`config.mk`:
```
export PLATFORM = sky130hd
export DESIGN_NAME = apdt_cmp
export DESIGN_NICKNAME = d
export VERILOG_FILES = /design/src/hdl/approx_plane_dedup_table_core_assert.svh /design/src/hdl/apdt_pkg.sv /design/src/hdl/apdt_cmp.sv
export SDC_FILE = /design/constraint.sdc
export NUM_CORES = 2
export LEC_CHECK = 0
export BUFFER_PORTS_ARGS = -buffer_cell sky130_fd_sc_hd__buf_4
export CAP_MARGIN = 40
export CORE_MARGIN = 3
export CORE_UTILIZATION = 65
export DETAILED_ROUTE_END_ITERATION = 16
export PLACE_DENSITY = 0.83
export SYNTH_ARGS = -nofsm -noshare
export SYNTH_HDL_FRONTEND = slang
export SYNTH_SLANG_ARGS = --single-unit
```
`constraint.sdc`:
```
create_clock -name clk_i -period 6.4 [get_ports clk_i]
set_input_delay 1.92 -clock clk_i [delete_from_list [all_inputs] [get_ports clk_i]]
set_output_delay 1.92 -clock clk_i [all_outputs]
set_load 0.05 [all_outputs]
```
`src/hdl/approx_plane_dedup_table_core_assert.svh`:
```
// Assertion macros for the plane de-duplication table.
// Needs nothing else; included by the top level just before its checks.
`ifndef APPROX_PLANE_DEDUP_TABLE_CORE_ASSERT_SVH
`define APPROX_PLANE_DEDUP_TABLE_CORE_ASSERT_SVH

// Consequent holds in the same cycle as the antecedent.
`define APDT_ASSERT_SAME(lbl, clk, rst_n, ante, cons, msg) \
  lbl: assert property (@(posedge clk) disable iff (!rst_n) (ante) |-> (cons)) \
    else $error(msg);

// Consequent holds in the cycle after the antecedent.
`define APDT_ASSERT_NEXT(lbl, clk, rst_n, ante, cons, msg) \
  lbl: assert property (@(posedge clk) disable iff (!rst_n) (ante) |=> (cons)) \
    else $error(msg);

`endif

```
`src/hdl/apdt_pkg.sv`:
```
// Shared types and constants for the plane de-duplication table.
// No dependencies; imported by every module of the block.
package apdt_pkg;

  localparam int unsigned MAX_PLANES_DEF = 64;

  localparam logic signed [15:0] NORMAL_THR_RST = 16'sd30792;
  localparam logic [30:0]        DIST_THR_RST   = 31'd25600;

  // Register indexes (paddr[2])
  localparam logic REG_IDX_NORMAL = 1'b0;
  localparam logic REG_IDX_DIST   = 1'b1;

  localparam logic CMD_OFFER = 1'b0;
  localparam logic CMD_CLEAR = 1'b1;

  typedef enum logic [1:0] {
    ST_ADDED   = 2'd0,
    ST_DUP     = 2'd1,
    ST_FULL    = 2'd2,
    ST_CLEARED = 2'd3
  } status_e;

  typedef struct packed {
    logic signed [15:0] nx;
    logic signed [15:0] ny;
    logic signed [15:0] nz;
    logic signed [31:0] off;
  } plane_t;

endpackage

```
`src/hdl/apdt_cmp.sv`:
```
// Two-stage plane comparator: offset distance and normal dot product.
// Depends on apdt_pkg for the plane type.
module apdt_cmp (
  input  logic                clk_i,
  input  logic                rst_ni,
  input  logic                valid_i,
  input  apdt_pkg::plane_t    stored_i,
  input  apdt_pkg::plane_t    query_i,
  input  logic signed [15:0]  normal_thr_i,
  input  logic [30:0]         dist_thr_i,
  output logic                match_o
);
  import apdt_pkg::*;

  logic signed [31:0] prod_x_d, prod_y_d, prod_z_d;
  logic signed [31:0] prod_x_q, prod_y_q, prod_z_q;
  logic signed [32:0] diff;
  logic [32:0]        mag;
  logic               near_d, near_q;
  logic               valid_q;
  logic signed [33:0] dot;
  logic signed [33:0] limit;
  logic               match_d, match_q;

  assign prod_x_d = stored_i.nx * query_i.nx;
  assign prod_y_d = stored_i.ny * query_i.ny;
  assign prod_z_d = stored_i.nz * query_i.nz;

  assign diff   = 33'(stored_i.off) - 33'(query_i.off);
  assign mag    = diff[32] ? 33'(-diff) : 33'(diff);
  assign near_d = mag < {2'b00, dist_thr_i};

  assign dot     = 34'(prod_x_q) + 34'(prod_y_q) + 34'(prod_z_q);
  assign limit   = {{3{normal_thr_i[15]}}, normal_thr_i, 15'b0};
  assign match_d = valid_q && near_q && (dot > limit);

  always_ff @(posedge clk_i) begin
    prod_x_q <= prod_x_d;
    prod_y_q <= prod_y_d;
    prod_z_q <= prod_z_d;
    near_q   <= near_d;
  end

  always_ff @(posedge clk_i or negedge rst_ni) begin
    if (!rst_ni) begin
      valid_q <= 1'b0;
      match_q <= 1'b0;
    end else begin
      valid_q <= valid_i;
      match_q <= match_d;
    end
  end

  assign match_o = match_q;

endmodule

```
; Word level (Yosys, flattened, before mapping)
; Index checks and enable logic that the tools add are counted.
[op_classes]
n_addsub = 4
multipliers = 3
order_cmp = 2
n_mux = 1
n_reduce_logical = 2
[ops]
columns = cell, n
row1 = 16-bit by 16-bit multiplier with 32-bit output, 3
row2 = 33-bit by 32-bit adder with 34-bit output, 1
row3 = 34-bit by 31-bit greater-than comparator with 1-bit output, 1
row4 = 32-bit by 32-bit adder with 33-bit output, 1
row5 = 33-bit by 31-bit less-than comparator with 1-bit output, 1
row6 = 33-bit 2-to-1 mux, 1
row7 = 33-bit negator, 1
row8 = 32-bit by 32-bit subtractor with 33-bit output, 1
row9 = 1-bit logical AND, 2
[word_totals]
ff_bits = 99
in_bits = 210
word_cells = 18

; Logic depth before layout (Yosys ltp)
[depth]
ltp_word = 4
depth_mapped = 25
mapped_depth_nobuf = 24

; Worst setup path after synthesis
; No wires, ideal clock.
[synth_path]
path_kind = input-to-reg
start = input query_i[34] (netlist name)
end = register prod_z_q[29]
arrival_time_ps = 7697
required_ps = 6328
path_slack_ps = -1369
cell_stages = 23
n_path_buf = 1
cell_sequence = clkbuf_1 > and2_1 > fa_1 > inv_1 > fa_1 > fa_1 > inv_1 > fa_1 > fa_1 > inv_1 > fa_1 > inv_1 > ha_1 > a21o_1 > a21oi_1 > nand2_1 > a311o_1 > a31o_2 > a311oi_1 > o21ai_0 > a21o_1 > a21oi_1 > xnor2_1
[synth_via]
elab_chain_cells = 1
[synth_rtl]
columns = item, line
row1 = start: declaration, apdt_cmp.sv:8  ; input apdt_pkg::plane_t query_i,
row2 = 16-bit by 16-bit multiplier with 32-bit output, apdt_cmp.sv:27  ; assign prod_z_d = stored_i.nz * query_i.nz;
row3 = via prod_z_d[29], apdt_cmp.sv:15  ; logic signed [31:0] prod_x_d, prod_y_d, prod_z_d;
row4 = end signal: assignment, apdt_cmp.sv:40  ; prod_z_q <= prod_z_d;
row5 = end: declaration, apdt_cmp.sv:16  ; logic signed [31:0] prod_x_q, prod_y_q, prod_z_q;
; The timed path passes the listed nets, and every way through them passes these cells.

; Worst setup path after layout
[layout_path]
start = input stored_i[41] (netlist name)
end = register prod_z_q[29]
[layout_via]
elab_chain_cells = 1
[layout_rtl]
columns = item, line
row1 = start: declaration, apdt_cmp.sv:7  ; input apdt_pkg::plane_t stored_i,
row2 = 16-bit by 16-bit multiplier with 32-bit output, apdt_cmp.sv:27
row3 = via prod_z_d[29], apdt_cmp.sv:15
; The timed path passes the listed nets, and every way through them passes these cells.

==> impl_metrics.ini <==
[layout]
multi_input_area_um2 = 32700
regArea_um2 = 1990
final_nets = 6243
areaGrowthSynthToFinish_pct = 23.6
fill_cells = 3198
drive_above_1_share = 0.235

[clock_network]
clkSlewWorstSetupHoldPaths_ns = 0.08
clockBufferDepth = 2
cts_inserted_buffers = 9
cts_tree = done
h-tree-depth = 3
root_buffer = clkbuf_16
clock_sinks = 99
clk-insertion-delay-late_ns = 0.35

[routing]
m1WireLength_um = 37000
firstDrtPassIters = 8
met2_length_um = 50600
viasPerCell = 5.56
route.top_layer_used = met4
drcViolationCount = 0
drtAntennaViolNets = 0
wl_um = 98800
drt_first_iter_violations = 1724
wl_met3_um = 6330
num_vias = 31200
wire_per_inst_um = 17.6

[global_routing]
antenna_found_initial = 1
grt_max_degree = 19
grt_pass1_vias = 33700
grt_util_all_layers = 0.329
grt_overflow = 0
grt_pass1_wl_um = 160000

[run]
max-cap-violations = 0

[synthesis]
synth_commonest_cells = inv_1 (983), fa_1 (820), nand2_1 (422)
synth_area_um2 = 37400
syn_inst = 4143
netlist.top_cell.by_area = fa_1
yosysTopAreaCellShare = 0.439
async_flop_share = 0.0202
ys_warn_count = 0
synth-edff-count = 0
synth-simple-area-share = 0.152
synth.most_common_cell = inv_1
ys_ff_latch = 99
synth_fa_ha_area_frac = 0.559
synth_xor_area_frac = 0.0396
ys_top_cells_by_area = fa_1 (44%), ha_1 (12%), inv_1 (9.9%)
ys.flop_type = dfxtp_1
synthDistinctLibCells = 79
syn-num-nets = 5533
syn-mean-instance-area_um2 = 9.03
synth_compound_area_frac = 0.0843
ys_seq_area_frac = 0.0533
muxShareOfSynthArea = 0.00164
synth_top_family_by_area = adder cells

[sta]
slew-limit-headroom = 0.523
finalSetupTns_ns = -23.43
fin_crit_sh = 1.13
drv_slew = 0
fmax_ghz = 0.138
setup_viol = 52
clock_skew_ns = 0.00742
tightest_slew_ns = 0.706
hold_viol = 0
layout_min_cycle_time_ns = 7.23
fin_ws_ns = -0.831
rsz0062_at_grt = yes

[setup_path]
worstSetupEndpointType = register
start_kind = input pin
cp_max_fo = 9
crit_type = in2reg
critical_path_required_ns = 6.69
arrival_ns = 7.52

[floorplan]
initial_core_util = 0.661
fp.dieW_um = 246
boundaryPins = 211
dieHeight_um = 246
die_area_um2 = 60400
core-area_um2 = 56600
rows = 87

[placed_design]
numPortBuffers = 210
gp_congestion = 0.971
place_hpwl_um = 82700
pre_cts_ws_ns = -1.20

[run_status]
outcome = finished, violations left
violations = negative setup slack

[worst_hold_path]
hp-class = reg2reg
==> final cells by class <==
cell class,count,area share
Multi-Input combinational cell,2951,0.708
Timing Repair Buffer,808,0.142
Inverter,984,0.0799
Sequential cell,99,0.0431
Tap cell,756,0.0205
Clock buffer,10,0.00495
Clock inverter,6,0.00181
Antenna cell,1,0.0000541
==> through the flow <==
| step | cell area, µm² | hold WS [ns] | std cells | util |
|---|---|---|---|---|
| finish | 46200 | 0.651 | 5615 | 0.817 |
| global route | 46200 | 0.655 | 5615 | 0.817 |
| CTS | 45500 | 0.633 | 5594 | 0.804 |
| detailed placement | 44500 | 0.618 | 5560 | 0.785 |
| global placement | 44500 | 0.594 | 5560 | 0.785 |
| floorplan | 38400 | 0.416 | 4143 | - |
==> logic make-up (layout without fill, tap and decap cells) <==
family,after synthesis,after routing
adders and majority gates,1180,1180
and+or+nand+nor,1124,1124
buffers and inverters,1093,1808
AOI/OAI and AO/OA,472,472
xor gates and xnor gates,169,169
DFF,99,99
muxes,6,6
other,0,1
==> path summary, 6_finish.rpt <==
path / from / endpoint / slack (ns) / depth (start not counted)
max in group asynchronous: rst_ni / match_o$_DFF_PN0_ / 4.98 / 1
setup / recovery: stored_i[41] / prod_z_q[29]$_DFF_P_ / -0.83 / 22
hold / removal: near_q$_DFF_P_ / match_o$_DFF_PN0_ / 0.65 / 2
setup reg to reg: prod_z_q[1]$_DFF_P_ / match_o$_DFF_PN0_ / 1.01 / 21
min in group asynchronous: rst_ni / valid_q$_DFF_PN0_ / 1.33 / 1
hold reg to reg: near_q$_DFF_P_ / match_o$_DFF_PN0_ / 0.65 / 2
==> layout by cell type, fill, tap and decap left out, drive strengths merged, types with 16 or more instances in the layout <==
cell type / count
inv: 985
a21o: 70
o21bai: 19
and3: 23
fa: 820
ha: 360
nor3: 36
and2: 373
nand2: 422
a21oi: 126
nand4: 22
o21a: 32
xor2: 40
dfxtp: 97
a211oi: 16
buf: 808
nand2b: 37
nor2: 120
xnor2: 129
o21ai: 91
nand3: 27
==> timing repair <==
item	in CTS	in global routing
pin swaps	123	119
setup buffers	22	24
resized for setup	159	148
hold buffers	0	0
endpoints found under the setup margin	55	60
endpoints found under the hold margin	0	0
==> sequential cells by signal, summed over array words and instances, names as in the netlist <==
name / flops
prod_z_q: 32
prod_x_q: 32
match_o: 1
valid_q: 1
prod_y_q: 32
near_q: 1
==> critical path, cell delays in order <==
cell and delay (ns):
buf_4 0.16, nand2_1 0.09, fa_1 0.54, inv_1 0.05
fa_1 0.48, fa_1 0.54, fa_1 0.51, fa_1 0.50
inv_1 0.06, fa_1 0.48, inv_1 0.07, ha_4 0.21
a21o_1 0.19, a21oi_2 0.22, nand2_1 0.10, a311o_1 0.32
a31o_4 0.26, a311oi_4 0.24, o21ai_2 0.12, a21o_1 0.18
a21oi_2 0.15, xnor2_1 0.12
==> metal layers <==
layer,vias to the layer above,global-route usage
met1,15500,0.413
li1,14000,-
met3,383,0.0335
met2,1308,0.587
met5,-,0
met4,0,0.126
Power is left out: the tool's default activity adds up to more than one toggle a clock period on the data nets, which glitch-free logic cannot reach.
