===== config.mk =====
export PLATFORM = sky130hd
export DESIGN_NAME = apdt_cell
export DESIGN_NICKNAME = d
export VERILOG_FILES = /design/src/hdl/approx_plane_dedup_table_core_assert.svh /design/src/hdl/apdt_pkg.sv /design/src/hdl/apdt_cell.sv
export SDC_FILE = /design/constraint.sdc
export NUM_CORES = 1
export LEC_CHECK = 0
export BUFFER_PORTS_ARGS = -buffer_cell sky130_fd_sc_hd__buf_2
export CAP_MARGIN = 10
export CORE_AREA = 2 2 103 105
export CTS_BUF_LIST = sky130_fd_sc_hd__clkbuf_4 sky130_fd_sc_hd__clkbuf_8 sky130_fd_sc_hd__clkbuf_16
export DETAILED_ROUTE_END_ITERATION = 6
export DIE_AREA = 0 0 105 107
export GPL_ROUTABILITY_DRIVEN = 0
export HOLD_SLACK_MARGIN = 0.1
export MAX_ROUTING_LAYER = met4
export PLACE_DENSITY = 0.76
export SYNTH_ARGS = -nofsm -noshare
export SYNTH_HDL_FRONTEND = slang
export SYNTH_SLANG_ARGS = --single-unit

===== constraint.sdc =====
create_clock -name clk_i -period 2.8 [get_ports clk_i]
set_input_delay 0.28 -clock clk_i [delete_from_list [all_inputs] [get_ports clk_i]]
set_output_delay 0.28 -clock clk_i [all_outputs]
set_load 0.02 [all_outputs]

===== src/hdl/approx_plane_dedup_table_core_assert.svh =====
// Assertion macros for the plane de-duplication table.
// Needs nothing else; included by the top level just before its checks.
`ifndef APPROX_PLANE_DEDUP_TABLE_CORE_ASSERT_SVH
`define APPROX_PLANE_DEDUP_TABLE_CORE_ASSERT_SVH

// Consequent holds in the same cycle as the antecedent.
`define APDT_ASSERT_SAME(lbl, clk, rst_n, ante, cons, msg) \
  lbl: assert property (@(posedge clk) disable iff (!rst_n) (ante) |-> (cons)) \
    else $error(msg);

// Consequent holds in the cycle after the antecedent.
`define APDT_ASSERT_NEXT(lbl, clk, rst_n, ante, cons, msg) \
  lbl: assert property (@(posedge clk) disable iff (!rst_n) (ante) |=> (cons)) \
    else $error(msg);

`endif


===== src/hdl/apdt_pkg.sv =====
// Shared types and constants for the plane de-duplication table.
// No dependencies; imported by every module of the block.
package apdt_pkg;

  localparam int unsigned MAX_PLANES_DEF = 64;

  localparam logic signed [15:0] NORMAL_THR_RST = 16'sd30792;
  localparam logic [30:0]        DIST_THR_RST   = 31'd25600;

  // Register indexes (paddr[2])
  localparam logic REG_IDX_NORMAL = 1'b0;
  localparam logic REG_IDX_DIST   = 1'b1;

  localparam logic CMD_OFFER = 1'b0;
  localparam logic CMD_CLEAR = 1'b1;

  typedef enum logic [1:0] {
    ST_ADDED   = 2'd0,
    ST_DUP     = 2'd1,
    ST_FULL    = 2'd2,
    ST_CLEARED = 2'd3
  } status_e;

  typedef struct packed {
    logic signed [15:0] nx;
    logic signed [15:0] ny;
    logic signed [15:0] nz;
    logic signed [31:0] off;
  } plane_t;

endpackage


===== src/hdl/apdt_cell.sv =====
// One storage cell of the plane ring: holds a single plane.
// Depends on apdt_pkg for the plane type.
module apdt_cell (
  input  logic            clk_i,
  input  logic            shift_i,
  input  logic            load_i,
  input  apdt_pkg::plane_t next_i,
  input  apdt_pkg::plane_t query_i,
  output apdt_pkg::plane_t plane_o
);
  import apdt_pkg::*;

  plane_t plane_q;

  // Append takes priority; otherwise take the neighbour's plane
  always_ff @(posedge clk_i) begin
    if (load_i) begin
      plane_q <= query_i;
    end else if (shift_i) begin
      plane_q <= next_i;
    end
  end

  assign plane_o = plane_q;

endmodule


== Word-level counts from Yosys, hierarchy flattened ==
Cells that the tools add are included.

* Multiplexer cells: 2
* Reductions and logical operators: 1

{| class="wikitable"
|+ Operators with widths
! kind !! count
|-
| 80-bit two-way mux || 2
|-
| 2-bit nonzero test || 1
|}

* Register bits after elaboration: 80
* Bits of input ports: 163
* Output and inout port bits: 80
* Word-level logic and storage cells: 7

== Depth between registers and ports, before layout ==
Gate-level depths: netlist of the first run.

* Word-level depth: 2
* Depth in mapped cells: 3
* Depth with buffers taken out: 1

== Worst setup path after synthesis of the first run ==
Ideal clock, no wire load.

* Path type: input port to flip-flop
* Start: input port load_i
* End: register plane_q (netlist bit plane_o[0]), enable pin
* Setup time: 0.443 ns
* Data arrival time: 2.407 ns
* Required time: 2.357 ns
* Slack: -0.050 ns
* Cell stages on the path: 3
* Buffers on the path: 2
* Cell sequence: buf_6 buf_12 or2_1

* Cells in the longest elaborated chain, start to end: 1

{| class="wikitable"
|+ Ends and longest elaborated chain
! element !! line !! text
|-
| start: declaration || apdt_cell.sv:6 || <nowiki>input logic load_i,</nowiki>
|-
| 2-bit nonzero test (no source line) || - ||
|-
| end signal: assignment || apdt_cell.sv:18 || <nowiki>plane_q <= query_i;</nowiki>
|-
| end signal: assignment || apdt_cell.sv:20 || <nowiki>plane_q <= next_i;</nowiki>
|-
| end: declaration || apdt_cell.sv:13 || <nowiki>plane_t plane_q;</nowiki>
|}

Every way passes these cells.
A chain may end at the register's enable or synchronous reset.

== Worst setup path after layout of the first run ==
* Start: register plane_q (netlist bit plane_o[37])
* End: output port plane_o[37] (netlist bit)

{| class="wikitable"
|+ RTL lines
! element !! line !! text
|-
| end: declaration || apdt_cell.sv:9 || <nowiki>output apdt_pkg::plane_t plane_o</nowiki>
|}

No word-level cell between the ends.

==> results of run 1 <==
-- cell usage after synthesis --
library cell / n / area [µm²]
sky130_fd_sc_hd__mux2_2: 1 / 11.3
sky130_fd_sc_hd__buf_12: 8 / 160
sky130_fd_sc_hd__mux2_4: 79 / 1190
sky130_fd_sc_hd__edfxtp_1: 80 / 2400
sky130_fd_sc_hd__or2_1: 1 / 6.26
sky130_fd_sc_hd__buf_6: 1 / 11.3
-- layout make-up --
| cell class | instances | area share [%] |
|---|---|---|
| Clock buffer | 9 | 2.37 |
| Clock inverter | 7 | 1.39 |
| Multi-Input combinational cell | 81 | 23.1 |
| Sequential cell | 80 | 45.9 |
| Tap cell | 136 | 3.25 |
| Timing Repair Buffer | 244 | 24.0 |
-- worst min path at each step --
stage                        to         from  slack (ns)  cells after the start
floorplan            plane_o[0]   query_i[0]        0.50                      1
global placement    plane_o[73]  query_i[73]        0.58                      2
detailed placement  plane_o[14]   next_i[14]        0.58                      2
CTS                 plane_o[72]  query_i[72]        0.20                      2
global route        plane_o[17]   next_i[17]        0.20                      2
finish              plane_o[57]   next_i[57]        0.22                      2
-- layer usage --
metal / global-route usage, % / share of wire, % / vias up
li1: - / - / 1159
met1: 17.2 / 41 / 1140
met2: 25.8 / 50 / 163
met3: 4.86 / 8.0 / 15
met4: 6.57 / 1.8 / 0
met5: - / 0 / -
-- metrics by stage --
step	cell area (µm²)	utilization, %	instances
2_1_floorplan	3780	-	170
3_3_place_gp	5030	49.9	541
6_report	5230	51.8	557
3_5_place_dp	5030	49.9	541
4_1_cts	5230	51.8	557
5_1_grt	5230	51.8	557
-- logic make-up (layout without fill, tap and decap cells) --
logic type	count (synthesis)	count (layout)
buffers and inverters	9	260
flip-flops	80	80
multiplexers	80	80
AND/OR/NAND/NOR	1	1
-- report_power, final --
part	internal [mW]	total, mW	switching, mW	leakage [nW]
logic	0.304	0.639	0.334	1.63
clock network	0.412	0.839	0.427	0.0968
registers	1.47	1.50	0.0334	0.815
==> results.txt, run 1 <==
Netlist area before placement: 3780 µm². VDD sags by at most 0.000205 V. After synthesis, the largest family of logic cells by area is multiplexers. The worst setup path is of the reg -> out kind. Of the total synthesized cell area, the portion taken by AND, OR, NAND and NOR gates is 0.166%. The total power consumption of the routed design came out at 2.98 mW. After the first detailed-routing iteration, the DRC count stood at 105. STA classifies the critical path endpoint as an output pin. After layout, the worst path uses 43.8% of the clock period. Headroom to the max-slew limit came out at 61.3%. After clock tree synthesis, the repair step resized 0 gates. In the final layout, the multi-input gates occupy 1210 µm². The height of the die came out at 107 µm. For the top-level I/O count, the log shows 243.

The critical path startpoint category was a flop. For the post-CTS setup buffer count, the log shows 0. The number of buffer and inverter stages on the critical path came out at 1. End of the critical path: plane_o[37].

The final-report max-slew violation count was 0; the final net count was 579. The run gives 2.54 nW as the cell leakage power. The library cell used most frequently in the layout, excluding fill and tap cells, is sky130_fd_sc_hd__buf_2. Setup repair after global routing left no endpoint under its margin. Standard cell core area: 10100 µm².

TritonCTS built the clock tree. The post-synthesis cell type count came out at 6. Family of cells with the greatest summed delay on the critical path: flip-flops.

At the pin with the least slew margin, the transition time is 0.580 ns. After Yosys synthesis, XOR and XNOR cells account for 0% of the synthesized area. At the worst endpoint, the required time is 2.52 ns.

Entering global routing, the biggest net connects 81 pins. Total congestion overflow after global routing: 0. The die outline width was 105 µm; the final setup violation count was 0. In this run the worst setup path begins at plane_o[37]. Summed over all layers, the routed wires come to 8490 µm. After detailed routing, the number of vias per cell comes to 4.45. Summing the areas of all compound-gate instances in the mapped netlist gives 0% of the synthesized area.

Number of global-route vias before repair: 2643. Minimum clock period after layout: 1.23 ns. The slowest stage cell on the critical path was sky130_fd_sc_hd__edfxtp_1. Buffers inserted to repair hold after CTS numbered 0. The wire-length estimate of the detail-placed layout is 6460 µm. The flow ran to the end, and the final reports show no timing, DRC or antenna violations. Synthesis handed over a netlist of 170 instances. For the number of antenna cells inserted, the log shows 0. For the total number of vias, the log shows 2477. The initial utilization of the core area, before any placement, comes to 37.4%.

After layout, the worst setup slack is 1.57 ns. In the layout the commonest cells are 241 x sky130_fd_sc_hd__buf_2, 80 x sky130_fd_sc_hd__edfxtp_1, 79 x sky130_fd_sc_hd__mux2_4. Global routing consumed, over all layers together, 15.5% of the routing resources.

The critical path goes through buf_2. The biggest fanout along the worst timing path is 1, and the upper clock frequency limit is 0.816 GHz. The post-synthesis adder-cell area fraction was 0%.

Sequential area share after synthesis: 63.6%. The worst hold-check path type is in -> reg. For the final setup TNS, the log shows 0 ns. The number of stages on the worst setup path was 1. The largest single stage delay on the critical path is 0.41 ns. Port buffering added 242 buffers.

Counting the fill cells in the layout gives 887. The number of antenna violations at the first check in global routing is 0, and the post-synthesis sequential element count is 80. The number of warning messages in the yosys log was 0; the TritonCTS buffer count was 9.

The share of final-layout standard cells stronger than drive strength 1 came out at 80.8%. The number of nets in the synthesized netlist is 333. For this design, the sink count on the clock tree is 80. The floorplan has 37 rows.

The register with the most flip-flops in the layout has 80 of them. The post-detailed-route count of antenna-violating nets is 0, and the clock tree buffer depth is 2. The clock tree synthesis step divided the H-tree into 3 levels.

Hold timing on the final database bottoms out at a slack of 0.222 ns. Data arrives at the worst endpoint at 0.95 ns. The area overhead of the layout relative to synthesis is 38.4%, and the register area is 2400 µm². In this run the power density over the cells is 570 nW/µm². The routed wirelength normalized by instance count was 15.2 µm. For the post-route DRC violation count, the log shows 0.

The full die area was 11200 µm²; the setup slack after placement was 1.24 ns. The first global-routing pass estimated 12800 µm of wire. The final number of hold-violating endpoints is 0, and the number of max-cap violations is 0. Cell at the root of the clock tree: sky130_fd_sc_hd__clkbuf_8.

After clock tree synthesis, the clock-pin slew on the worst setup and hold paths is 0.09 ns. The average cell area after synthesis is 22.2 µm², and the number of detailed-route iterations in the first pass is 4. Of the post-synthesis cell area, the part taken by muxes is 31.7%.
Note: power is estimated with default switching activity, not from simulation.
==> run 2, diff against run 1 <==
ABC_AREA = 1   (was unset)
CORE_AREA = 2 2 95 97   (was 2 2 103 105)
DIE_AREA = 0 0 97 99   (was 0 0 105 107)
PLACE_DENSITY = 0.8   (was 0.76)
clock period = 1.17 ns   (was 2.8 ns; I/O delays follow)
==> results.txt, run 2 <==
The post-synthesis sequential element count was 80 (unchanged); the row count was 34 (was 37). The flow did not finish. The CTS H-tree depth was 3 (unchanged); the average cell area after synthesis was 10.2 µm² (was 22.2 µm²). The synthesized instance count is 339 (was 170), and the placed wire-length estimate after detailed placement is 6630 µm (was 6460 µm).

The cell with the most instances after synthesis is sky130_fd_sc_hd__nand2_1 (was sky130_fd_sc_hd__edfxtp_1). The netlist area before placement was 3460 µm² (was 3780 µm²); the height of the die was 99 µm (was 107 µm). The first error in the log reads "[ERROR RSZ-0060] Max buffer count reached". The post-CTS setup buffer count is 0 (unchanged), and the number of warning messages in the yosys log is 0 (unchanged). The tools report the TritonCTS buffer count as 9 (unchanged). The number of buffers added on ports came out at 242 (unchanged).

Ranking of synthesized cells by instance count: 240 x sky130_fd_sc_hd__nand2_1, 80 x sky130_fd_sc_hd__edfxtp_1, 9 x sky130_fd_sc_hd__buf_6, 8 x sky130_fd_sc_hd__buf_2 (was 80 x sky130_fd_sc_hd__edfxtp_1, 79 x sky130_fd_sc_hd__mux2_4, 8 x sky130_fd_sc_hd__buf_12). The run ended at 4_1_cts. The cell at the root of the clock tree was sky130_fd_sc_hd__clkbuf_8 (unchanged). The area share of the leading cell type in the synthesized netlist was 69.4% (was 63.6%); the die outline width was 97 µm (was 105 µm). The count of flip-flops with a built-in enable after synthesis was 80 (unchanged). Post-synthesis cell type with the largest combined area: sky130_fd_sc_hd__edfxtp_1 (unchanged). The top-level I/O count was 243 (unchanged). Cell types with the largest area share after synthesis: sky130_fd_sc_hd__edfxtp_1 69%, sky130_fd_sc_hd__nand2_1 26%, sky130_fd_sc_hd__buf_6 2.9%, sky130_fd_sc_hd__buf_2 1.2%, sky130_fd_sc_hd__inv_6 0.25% (was sky130_fd_sc_hd__edfxtp_1 64%, sky130_fd_sc_hd__mux2_4 31%, sky130_fd_sc_hd__buf_12 4.2%, sky130_fd_sc_hd__buf_6 0.30%, sky130_fd_sc_hd__mux2_2 0.30%).

The post-synthesis cell type count was 6 (unchanged). The dominant register cell in the synthesized netlist was sky130_fd_sc_hd__edfxtp_1 (unchanged). The tools report the hold-fix buffer count after cts as 139 (was 0). Sink count of the clock tree: 80 (unchanged). The sequential area share after synthesis is 69.4% (was 63.6%).

The clock tree buffer depth is 2 (unchanged). The share of flip-flops with an asynchronous set or reset after synthesis is 0% (unchanged). The net count after synthesis is 502 (was 333), and the post-cts resize count is 0 (unchanged). The tools report the effective utilization at floorplan as 40.5% (was 37.4%).
-- run 2: changes by cell type after synthesis, sizes merged --
cell   delta
buf       +8
inv       +1
mux2     -80
nand2   +240
-- run 2: logic make-up after synthesis --
kind of cell  share of synthesized area, %
buf+inv                               4.34
flops                                 69.4
simple gates                          26.2
-- run 2: per-stage QoR --
step | worst slack, ns | area [µm²] | cells | hold slack (ns) | setup TNS [ns]
after floorplan | -0.0855 | 3470 | 339 | 0.296 | -6.84
after global placement | 0.134 | 4720 | 676 | 0.380 | 0
after detailed placement | 0.114 | 4720 | 676 | 0.384 | 0
==> run 3, diff against run 2 <==
CORE_AREA = 2 2 117 119   (was 2 2 95 97)
CTS_BUF_LIST = unset   (was sky130_fd_sc_hd__clkbuf_4 sky130_fd_sc_hd__clkbuf_8 sky130_fd_sc_hd__clkbuf_16)
DIE_AREA = 0 0 119 121   (was 0 0 97 99)
HOLD_SLACK_MARGIN = unset   (was 0.1)
MAX_ROUTING_LAYER = unset   (was met4)
PLACE_DENSITY = unset   (was 0.8)
PLACE_DENSITY_LB_ADDON = 0.15   (was unset)
==> results.txt, run 3 <==
The run finished with clean final reports. The total area inside the core boundary comes to 13100 µm². The design draws 7.69 mW. For the data arrival time at the worst-slack endpoint, the log shows 0.88 ns. The worst path in the final design needs a cycle of 1.00 ns, including I/O delays and setup. Setup repair after global routing left no endpoint under its margin.

The setup slack after placement was 0.0199 ns (was 0.114 ns). The final-report max-slew violation count came out at 0. In the routed design, unresolved DRC markers number 0.

The final core utilization is 39.4%, and the TritonCTS buffer count is 9 (unchanged). The register with the most flip-flops in the layout has 80 of them. Static timing analysis puts the maximum clock frequency at 0.999 GHz.

The full die area came out at 14400 µm². Post-cts resize count: 0 (unchanged). For the pin with the worst max-slew slack, the measured transition is 0.510 ns.

For the row count, the log shows 42 (was 34). Cell types with the largest area share after synthesis: sky130_fd_sc_hd__edfxtp_1 69%, sky130_fd_sc_hd__nand2_1 26%, sky130_fd_sc_hd__buf_6 2.9%, sky130_fd_sc_hd__buf_2 1.2%, sky130_fd_sc_hd__inv_6 0.25% (unchanged). In this design, the stage delay of the slowest critical-path cell is 0.38 ns. Cell at the root of the clock tree: sky130_fd_sc_hd__clkbuf_16 (was sky130_fd_sc_hd__clkbuf_8). The fraction of synthesized cell area in xor and xnor cells is 0% (unchanged). The type of destination of the critical path is an output pin.

The logs give 3076 for the number of global-route vias before repair and 6 (unchanged) for the post-synthesis cell type count. Ranking of synthesized cells by instance count: 240 x sky130_fd_sc_hd__nand2_1, 80 x sky130_fd_sc_hd__edfxtp_1, 9 x sky130_fd_sc_hd__buf_6, 8 x sky130_fd_sc_hd__buf_2 (unchanged). The signal on the critical path passes through buf_2. The number of max-cap violations is 0, and the hold-fix buffer count after cts is 0 (was 139).

The run gives 35.0% as the portion of total power attributed to the clock network. Clock-pin slew was measured on the worst setup and hold paths at 0.06 ns. For met1 alone, demand over resource in global routing was 15.4%. In this run the tightest slew margin relative to its limit is 66.0%. The count of nets left with antenna violations once routing finished came out at 0. The number of warning messages in the yosys log is 0 (unchanged), and the net count after synthesis is 502 (unchanged). The fraction of power consumed by sequential logic is 46.7%. For the required time of the critical path, the log shows 1.05 ns.

The number of buffer and inverter stages on the critical path is 1, and the number of antenna cells inserted is 0. The total congestion overflow after global routing is 0. The largest net degree at the start of global routing is 50. After detailed routing, the number of vias per cell comes to 4.06. The met2 usage is 24.0%. The top cell types in the final layout, fill and taps aside, are 242 x sky130_fd_sc_hd__buf_2, 240 x sky130_fd_sc_hd__nand2_1, 80 x sky130_fd_sc_hd__edfxtp_1. The die outline width is 119 µm (was 97 µm), and the area share of the leading cell type in the synthesized netlist is 69.4% (unchanged). The tools report the detailed router's first-iteration violation count as 115. The synthesized-area fraction occupied by ao, oa, aoi and oai cells works out to 0% (unchanged). The height of the die was 121 µm (was 99 µm); the switching share of power was 26.3%. The share of flip-flops with an asynchronous set or reset after synthesis came out at 0% (unchanged). The post-synthesis sequential element count is 80 (unchanged). The critical path is of the reg -> out type. The run gives 4.28% as the met3 usage in global routing. TritonCTS built the clock tree.

Combinational logic burns 18.3% of the power. The average cell area after synthesis works out to 10.2 µm² (unchanged). The main combinational cell family by area after synthesis is simple AND/OR/NAND/NOR gates (unchanged). The analysis attributes to net switching a power of 2.02 mW. The worst supply voltage drop on vdd came out at 0.000498 V.

The CTS H-tree depth was 3 (unchanged). The logs give 0 for the final setup violation count and 339 (unchanged) for the synthesized instance count. For this run, the detailed router's first-pass iteration total came to 4. The first global-routing pass estimated 15300 µm of wire. The tools report the sink count of the clock tree as 80 (unchanged). The final clock period utilization by the worst path was 85.5%. The tools report the post-detailed-routing wire length as 9910 µm. Proportion of synthesized area in mux cells: 0% (unchanged). The run gives 7460 µm (was 6630 µm) as the placed wire-length estimate after detailed placement. The dominant register cell in the synthesized netlist is sky130_fd_sc_hd__edfxtp_1 (unchanged). The library cell used most frequently in the layout, excluding fill and tap cells, is sky130_fd_sc_hd__buf_2.

The clock tree buffer depth came out at 2 (unchanged). The count of flip-flops with a built-in enable after synthesis is 80 (unchanged), and the internal cell power is 5.67 mW. For this run, the post-layout net count is 746. The number of antenna violations at the first check in global routing came out at 0.

The family of cells with the greatest summed delay on the critical path was flip-flops. The tools report the final number of hold-violating endpoints as 0. Worst hold-check path type: in -> reg. The tools report the netlist area before placement as 3460 µm² (unchanged). The highest-utilization routing layer at the global route stage is met2.

The post-synthesis adder-cell area fraction is 0% (unchanged), and the sequential area share after synthesis is 69.4% (unchanged). Post-synthesis cell type with the largest combined area: sky130_fd_sc_hd__edfxtp_1 (unchanged). The simple logic cell fraction of the synthesized area is 26.2% (unchanged).

Cell with the most instances after synthesis: sky130_fd_sc_hd__nand2_1 (unchanged). The effective utilization at floorplan is 26.4% (was 40.5%), and the area overhead of the layout relative to synthesis is 48.9%. Power density over cell area: 1490 nW/µm².

The worst setup margin was 0.169 ns; the top-level I/O count was 243 (unchanged). The biggest fanout along the worst timing path came out at 1. The tools report the cell leakage power as 2.69 nW.

The number of buffers added on ports works out to 242 (unchanged). The share of final-layout standard cells stronger than drive strength 1 is 45.2%. The total number of vias was 3097.

Global-route usage over all layers: 13.9%. STA classifies the critical path startpoint as a flop. The post-CTS setup buffer count is 0 (unchanged), and the routed wirelength normalized by instance count is 13.0 µm. The slowest stage cell on the critical path is sky130_fd_sc_hd__edfxtp_1.
## run 3: layer usage
metal	share of wire, %	vias up	routed length (µm)
met2	49	150	4860
met4	2.0	0	198
li1	-	1574	-
met3	8.2	13	813
met1	41	1360	4040
met5	0	-	0
## run 3: final cells by class
cell class | count | area, µm²
inverters | 1 | 8.76
flip-flops and latches | 80 | 2400
multi-input cells | 241 | 910
repair buffers | 250 | 1330
fillers | 1319 | 7930
well taps | 176 | 220
clock inverters | 4 | 47.5
clock buffers | 10 | 229
## run 3: final timing paths
path	startpoint	end	slack (ns)	depth (start not counted)
worst max-delay path	plane_o[77]	plane_o[77]	0.17	1
worst min-delay path	next_i[79]	plane_o[79]	0.04	3
## run 3: logic make-up after synthesis
logic type	Yosys count
and+or+nand+nor	241
buffers and inverters	18
DFF	80
## run 3: stage by stage
stage / TNS, ns / instance area [µm²] / hold slack [ns] / instances
3_5_place_dp: 0 / 4870 / 0.383 / 748
6_report: 0 / 5150 / 0.0441 / 762
2_1_floorplan: -6.84 / 3470 / 0.296 / 339
4_1_cts: 0 / 5150 / 0.0246 / 762
3_3_place_gp: 0 / 4870 / 0.380 / 748
5_1_grt: 0 / 5150 / 0.0361 / 762
## run 3: tightest hold or removal path: stages
cell,delay (ns)
sky130_fd_sc_hd__buf_2,0.07
sky130_fd_sc_hd__nand2_1,0.04
sky130_fd_sc_hd__nand2_1,0.04
## run 3: power by group through the flow
stage	clock network, mW	registers [mW]	logic [mW]
after global placement	0	3.65	1.43
final	2.69	3.59	1.41
after CTS	2.81	3.60	1.44
after detailed placement	0	3.65	1.43
after floorplan	0	4.09	0.328
after global routing	2.90	3.62	1.54
